[src/hdl/sdr_pkg.sv]
// package for the slip deframer with receive ring
// holds ring sizing, slip byte codes, item kinds, the frame counter width and result type
// no dependencies
`default_nettype none

package sdr_pkg;

    localparam int RING_DEPTH = 256;
    localparam int RING_AW    = (RING_DEPTH > 1) ? $clog2(RING_DEPTH) : 1;
    localparam int RING_CW    = $clog2(RING_DEPTH + 1);

    localparam int FRAME_CW   = 9;
    localparam logic [FRAME_CW-1:0] FRAME_MAX = '1;

    localparam logic [7:0] SLIP_END     = 8'hC0;
    localparam logic [7:0] SLIP_ESC     = 8'hDB;
    localparam logic [7:0] SLIP_END_ESC = 8'hDC;
    localparam logic [7:0] SLIP_ESC_ESC = 8'hDD;

    localparam logic KIND_LINE = 1'b0;
    localparam logic KIND_READ = 1'b1;

    typedef struct packed {
        logic                frame_end;
        logic [FRAME_CW-1:0] frame_length;
        logic                read_valid;
    } t_result;

endpackage

`default_nettype wire

[src/hdl/sdr_ram.sv]
// generic single-write, single-read ram with registered read data
// no dependencies
`default_nettype none

module sdr_ram #(
    parameter int WIDTH = 8,
    parameter int DEPTH = 256
) (
    input  wire logic                                       i_clk,
    input  wire logic                                       i_wr_en,
    input  wire logic [((DEPTH > 1) ? $clog2(DEPTH) : 1)-1:0] i_wr_addr,
    input  wire logic [WIDTH-1:0]                           i_wr_data,
    input  wire logic                                       i_rd_en,
    input  wire logic [((DEPTH > 1) ? $clog2(DEPTH) : 1)-1:0] i_rd_addr,
    output logic      [WIDTH-1:0]                           o_rd_data
);

    logic [WIDTH-1:0] r_mem [DEPTH];

    always_ff @(posedge i_clk) begin
        if (i_wr_en) begin
            r_mem[i_wr_addr] <= i_wr_data;
        end
        if (i_rd_en) begin
            o_rd_data <= r_mem[i_rd_addr];
        end
    end

endmodule

`default_nettype wire

[src/hdl/slip_deframer_with_rx_ring_core.sv]
// slip receive deframer: decodes escapes, keeps decoded bytes in a ring ram, reports frame
// lengths on END and pops stored bytes on read items; depends on sdr_pkg and sdr_ram
// an accepted item goes through the p1 register, then the output register, to o_out_valid
// throughput: one item per cycle unless stalled; ram takes one write, one read a cycle
// reset: synchronous active-low, clears head, count, frame count, escape and pipe
// ring contents are not cleared; no clearing pass, items are taken right after reset
`default_nettype none

module slip_deframer_with_rx_ring_core
    import sdr_pkg::*;
(
    input  wire logic                i_clk,
    input  wire logic                i_rst_n,
    input  wire logic                i_in_valid,
    output logic                     o_in_ready,
    input  wire logic                i_kind,
    input  wire logic [7:0]          i_line_byte,
    output logic                     o_out_valid,
    input  wire logic                i_out_ready,
    output logic                     o_frame_end,
    output logic [FRAME_CW-1:0]      o_frame_length,
    output logic                     o_read_valid,
    output logic [7:0]               o_read_byte
);

    logic [RING_AW-1:0]  r_head, n_head;
    logic [RING_CW-1:0]  r_count, n_count;
    logic [FRAME_CW-1:0] r_frame, n_frame;
    logic                r_esc, n_esc;

    logic    r_p1_valid, n_p1_valid;
    t_result r_p1, n_p1;
    logic    r_out_valid;
    t_result r_out;
    logic [7:0] r_out_byte;

    logic               accept;
    logic               out_load;
    logic               p1_move;
    logic               wr_en;
    logic [7:0]         wr_data;
    logic [RING_AW-1:0] wr_addr;
    logic               rd_en;
    logic [7:0]         rd_data;
    logic               store;
    logic [7:0]         store_byte;
    logic               ring_full;
    logic [RING_AW:0]   tail_sum;
    logic [RING_AW-1:0] tail;
    logic [RING_AW-1:0] head_inc;

    // output stage frees up when empty or drained; p1 moves into it
    assign out_load   = !r_out_valid || i_out_ready;
    assign p1_move    = r_p1_valid && out_load;
    assign o_in_ready = !r_p1_valid || out_load;
    assign accept     = i_in_valid && o_in_ready;

    assign ring_full = (r_count == RING_CW'(RING_DEPTH));
    assign tail_sum  = (RING_AW+1)'(r_head) + (RING_AW+1)'(r_count);
    assign tail      = (tail_sum >= (RING_AW+1)'(RING_DEPTH))
                       ? RING_AW'(tail_sum - (RING_AW+1)'(RING_DEPTH))
                       : RING_AW'(tail_sum);
    assign head_inc  = (r_head == RING_AW'(RING_DEPTH - 1)) ? '0 : r_head + 1'b1;

    always_comb begin
        n_head     = r_head;
        n_count    = r_count;
        n_frame    = r_frame;
        n_esc      = r_esc;
        store      = 1'b0;
        store_byte = i_line_byte;
        rd_en      = 1'b0;
        n_p1       = r_p1;
        n_p1_valid = r_p1_valid && !p1_move;

        if (accept) begin
            if (i_kind == KIND_READ) begin
                n_p1_valid        = 1'b1;
                n_p1.frame_end    = 1'b0;
                n_p1.frame_length = '0;
                n_p1.read_valid   = (r_count != '0);
                if (r_count != '0) begin
                    rd_en   = 1'b1;
                    n_head  = head_inc;
                    n_count = r_count - 1'b1;
                end
            end else if (i_line_byte == SLIP_END) begin
                // END leaves a pending escape alone
                n_p1_valid        = 1'b1;
                n_p1.frame_end    = 1'b1;
                n_p1.frame_length = r_frame;
                n_p1.read_valid   = 1'b0;
                n_frame           = '0;
            end else if (r_esc) begin
                n_esc = 1'b0;
                if (i_line_byte == SLIP_END_ESC) begin
                    store      = 1'b1;
                    store_byte = SLIP_END;
                end else if (i_line_byte == SLIP_ESC_ESC) begin
                    store      = 1'b1;
                    store_byte = SLIP_ESC;
                end
            end else if (i_line_byte == SLIP_ESC) begin
                n_esc = 1'b1;
            end else begin
                store = 1'b1;
            end

            if (store) begin
                if (ring_full) begin
                    // overwrite the oldest byte, frame count holds
                    n_head = head_inc;
                end else begin
                    n_count = r_count + 1'b1;
                    if (r_frame != FRAME_MAX) begin
                        n_frame = r_frame + 1'b1;
                    end
                end
            end
        end
    end

    assign wr_en   = store;
    assign wr_data = store_byte;
    assign wr_addr = ring_full ? r_head : tail;

    sdr_ram #(
        .WIDTH (8),
        .DEPTH (RING_DEPTH)
    ) u_ring (
        .i_clk     (i_clk),
        .i_wr_en   (wr_en),
        .i_wr_addr (wr_addr),
        .i_wr_data (wr_data),
        .i_rd_en   (rd_en),
        .i_rd_addr (r_head),
        .o_rd_data (rd_data)
    );

    always_ff @(posedge i_clk) begin
        if (!i_rst_n) begin
            r_head      <= '0;
            r_count     <= '0;
            r_frame     <= '0;
            r_esc       <= 1'b0;
            r_p1_valid  <= 1'b0;
            r_out_valid <= 1'b0;
        end else begin
            r_head     <= n_head;
            r_count    <= n_count;
            r_frame    <= n_frame;
            r_esc      <= n_esc;
            r_p1_valid <= n_p1_valid;
            if (out_load) begin
                r_out_valid <= r_p1_valid;
            end
        end
        r_p1 <= n_p1;
        if (p1_move) begin
            r_out      <= r_p1;
            r_out_byte <= r_p1.read_valid ? rd_data : 8'h00;
        end
    end

    assign o_out_valid    = r_out_valid;
    assign o_frame_end    = r_out.frame_end;
    assign o_frame_length = r_out.frame_length;
    assign o_read_valid   = r_out.read_valid;
    assign o_read_byte    = r_out_byte;

    // ring never holds more than its depth
    a_count_bound: assert property (@(posedge i_clk) disable iff (!i_rst_n)
        r_count <= RING_CW'(RING_DEPTH))
        else $error("ring count above depth");

    // ram read data must hold while p1 waits for the output stage
    a_rd_hold: assert property (@(posedge i_clk) disable iff (!i_rst_n)
        (r_p1_valid && !out_load) |-> !rd_en)
        else $error("ram read while p1 stalled");

    // one item never both writes and reads the ring
    a_rw_excl: assert property (@(posedge i_clk) disable iff (!i_rst_n)
        !(wr_en && rd_en))
        else $error("ring written and read by one item");

    // a result is a frame end or a read, never both
    a_res_kind: assert property (@(posedge i_clk) disable iff (!i_rst_n)
        r_out_valid |-> !(r_out.frame_end && r_out.read_valid))
        else $error("result carries frame end and read");

    // popping from an empty ring is impossible
    a_pop_nonempty: assert property (@(posedge i_clk) disable iff (!i_rst_n)
        rd_en |-> (r_count != '0))
        else $error("pop from empty ring");

endmodule

`default_nettype wire

[config.mk]
export PLATFORM = sky130hd
export DESIGN_NAME = slip_deframer_with_rx_ring_core
export DESIGN_NICKNAME = d
export VERILOG_FILES = /design/src/hdl/sdr_pkg.sv /design/src/hdl/sdr_ram.sv /design/src/hdl/slip_deframer_with_rx_ring_core.sv
export SDC_FILE = /design/constraint.sdc
export NUM_CORES = 2
export LEC_CHECK = 0
export BUFFER_PORTS_ARGS = -buffer_cell sky130_fd_sc_hd__clkbuf_2
export CAP_MARGIN = 20
export CORE_MARGIN = 2
export CORE_UTILIZATION = 40
export DETAILED_ROUTE_END_ITERATION = 10
export GPL_ROUTABILITY_DRIVEN = 0
export PLACE_DENSITY = 0.59
export SLEW_MARGIN = 30
export SYNTH_ARGS = -nofsm -noshare
export SYNTH_HDL_FRONTEND = slang
export SYNTH_SLANG_ARGS = --single-unit
[constraint.sdc]
create_clock -name i_clk -period 13.6 [get_ports i_clk]
set_input_delay 0.68 -clock i_clk [delete_from_list [all_inputs] [get_ports i_clk]]
set_output_delay 0.68 -clock i_clk [all_outputs]
set_load 0.03 [all_outputs]
==> results.py <==
metrics = {
    "run_status": {
        "status": "completed",
    },
    "worst_setup_path": {
        "crit_path_max_fanout": 41,
        "cp_slowest_stage_delay_ns": 0.86,
        "required_ns": 14.11,
        "reg2reg_depth": 9,
        "cpMaxStageDelayCell": "dfxtp_4",
        "cpMostUsedCell": "buf_4",
        "path_cells": "buf_4, buf_4, buf_4, mux4_2, mux4_2, a22oi_1, nand3_1, a31oi_1, o311ai_0",
        "worstPathArrival_ns": 6.03,
        "worst-setup-path-type": "reg -> reg",
        "critPathLaunchType": "flop",
        "crit_path_end_kind": "flop",
    },
    "clocking": {
        "clock_sinks": 2115,
        "cts_buffer_depth": 3,
        "cts_resized": 0,
        "cts_root_buffer": "clkbuf_16",
        "clkTransAtPathRegs_ns": 0.06,
        "cts_tree": "built",
        "cts_buffers": 212,
        "cts-hold-fix-buffers": 0,
        "h-tree-depth": 4,
        "cts_setup_buffers": 0,
        "clk_latency_ns": 0.86,
    },
    "pwr": {
        "p_seq_share_pct": 48.9,
        "leakage_nw": 28.99,
        "intPower_w": 0.01117,
        "p_switching_w": 0.003678,
        "power.density_nw_per_um2": 155.6,
        "power_frac_clock_pct": 38.2,
        "comb_power_share_pct": 12.9,
        "vdd.ir_drop.worst_mv": 0.1157,
        "sw_frac_of_total_pct": 24.77,
    },
    "synthesis": {
        "syn_inst": 4034,
        "synth_seq_cells": 2115,
        "postSynthAreaPerCell_um2": 20.82,
        "synth.yosys.seq_area_share_pct": 75.29,
        "synth_edf_count": 2086,
        "synth-main-ff-cell": "edfxtp_1",
        "synthesis.area_um2": 83970,
        "ys_warn_count": 0,
        "syn_nets": 4060,
        "synth_cell_types": 86,
        "async_reset_ff_share_pct": 0,
    },
    "die": {
        "core_um2": 209200,
        "dieWidth_um": 462.2,
        "ios": 34,
        "dieArea_um2": 213600,
        "placementRows": 168,
        "start_util_pct": 40.15,
        "die_height_um": 462.2,
    },
    "sta": {
        "setup-tns-final_ns": 0,
        "period_share_pct": 40.62,
        "fin_worst_skew_ns": 0.05157,
        "worstMarginPinSlew_ns": 1.029,
        "grt_setup_unrepaired": "no",
        "slew_viol_final": 0,
        "hold_viol_final": 0,
        "period_minus_slack_ns": 5.525,
        "setup_viol": 0,
        "slew_headroom_pct": 31.41,
        "hold_slack_ns": 0.2112,
        "fmax_ghz": 0.1810,
    },
    "routing": {
        "drc_errors": 0,
        "wl_per_cell_um": 29.71,
        "drt_pass1_iterations": 6,
        "drt-initial-drc-count": 5162,
        "wl_met1_mm": 92.75,
        "num_vias": 42110,
        "ant_nets": 0,
        "wl_met2_mm": 100.7,
        "wl_met3_mm": 16.77,
        "dr.max_layer_used": "met5",
        "drt-total-wl_mm": 215.7,
        "viasPerCell": 5.799,
    },
    "cells_and_area": {
        "drive_gt1_share_pct": 28.33,
        "area_growth_pct": 13.62,
        "layout_commonest_cell": "edfxtp_1",
        "final_cell_mix": "2086 x edfxtp_1, 521 x mux4_2, 242 x buf_4, 213 x clkbuf_16, 199 x nor3_1",
        "nets": 4302,
    },
    "hold_path": {
        "min_delay_path_depth": 3,
        "hp-class": "in -> reg",
    },
    "placement": {
        "dp.final_hpwl_mm": 130.1,
        "io_buffers": 33,
    },
    "grt": {
        "grt_max_degree": 119,
        "grt_pass1_vias": 41900,
        "antenna_found_initial": 6,
        "track_usage_pct": 20.16,
        "grt.overflow.total": 0,
        "grt_pass1_wl_mm": 309.2,
    },
    "flow_run": {
        "maxCapViolCount": 0,
    },
}
[metrics by stage]
stage | cells | total power [W] | worst slack (ns) | cell area, um2 | utilization [%]
2_1_floorplan | 4034 | 0.008813 | 3.968 | 83970 | -
3_3_place_gp | 6865 | 0.009320 | 7.558 | 88440 | 42.28
3_5_place_dp | 6866 | 0.009336 | 7.678 | 88530 | 42.33
4_1_cts | 7258 | 0.01496 | 7.982 | 95310 | 45.57
5_1_grt | 7260 | 0.01531 | 7.704 | 95400 | 45.61
6_report | 7262 | 0.01485 | 8.075 | 95410 | 45.62
[routing by layer]
layer | global-route usage (%) | up-vias
li1 | - | 17440
met1 | 29.32 | 22650
met2 | 31.08 | 1740
met3 | 3.993 | 284
met4 | 5.510 | 4
met5 | 0 | -
[final timing paths]
kind	endpoint	startpoint	slack, ns
setup / recovery	u_ring.o_rd_data[6]$_DFFE_PP_	r_head[0]$_SDFFE_PN0P_	8.08
hold / removal	o_out_valid$_SDFFE_PN0P_	i_out_ready	0.21
setup reg to reg	u_ring.o_rd_data[6]$_DFFE_PP_	r_head[0]$_SDFFE_PN0P_	8.08
hold reg to reg	o_frame_length[3]$_DFFE_PP_	r_p1[4]$_SDFFCE_PP0P_	0.42
[power groups by stage]
stage / logic, W / registers (W) / clock network, W
finish: 0.00192 / 0.00726 / 0.00567
global route: 0.00204 / 0.00726 / 0.00601
CTS: 0.00194 / 0.00726 / 0.00576
detailed placement: 0.00194 / 0.00740 / 0
global placement: 0.00192 / 0.00740 / 0
floorplan: 0.00143 / 0.00739 / 0
[cell usage after synthesis, drive strengths merged, types with 5 or more instances]
cell type,instances,area [um2]
nor3b,11,122.6
a31oi,20,125.1
nand3b,22,251.5
xnor2,11,96.34
a22oi,46,345.3
nand2,108,405.4
edfxtp,2086,62640
nor2,72,294.0
a221oi,24,210.2
a211oi,16,120.1
o22ai,23,143.9
nor2b,35,219.0
a22o,19,166.4
o21ai,44,220.2
mux2,19,214.0
inv,12,45.04
mux4,521,11730
ha,12,150.1
o211ai,15,112.6
buf,135,834.6
nand4,11,68.82
nand3,63,495.5
and3,18,112.6
a21oi,44,261.5
mux2i,94,953.4
or4,5,37.54
o21a,8,60.06
nand2b,19,118.9
xor2,6,52.55
o221ai,8,70.07
a21boi,7,52.55
and2,32,200.2
clkbuf,126,473.0
o22a,5,43.79
nor3,252,1411
dfxtp,29,580.6
[flip-flops by register name (all words and copies together) (netlist names)]
register          count
o_out_valid           1
r_count               9
o_read_byte           8
r_p1                 11
r_p1_valid            1
r_head                8
u_ring.o_rd_data      8
o_read_valid          1
r_esc                 1
u_ring.r_mem       2048
r_frame               9
o_frame_length        9
o_frame_end           1
[area by class of cell]
cell class	count	area [um2]
clock inverters	128	1210
clock buffers	264	5562
inverters	12	45.04
well taps	2805	3510
flip-flops and latches	2115	63240
repair buffers	289	2242
fillers	17460	113700
multi-input cells	1646	19590
diodes	3	7.507
[critical path: cells and delay by family (launching register included)]
kind / cells / cell delay, ns
buffers and inverters: 3 / 2.04
DFF: 1 / 0.86
AOI/OAI and AO/OA: 3 / 0.88
and+or+nand+nor: 1 / 0.19
muxes: 2 / 1.13
[logic make-up (layout without fill, tap and decap cells)]
logic type,after synthesis,after routing,synth area share (%)
simple gates,668,668,4.649
mux,634,634,15.36
flops,2115,2115,75.29
xor+xnor,17,17,0.1773
buf+inv,273,693,1.611
other cells,0,3,0
compound gates,314,314,2.706
fa+ha+maj,13,13,0.2026
Note: power is estimated with default switching activity, not from simulation.
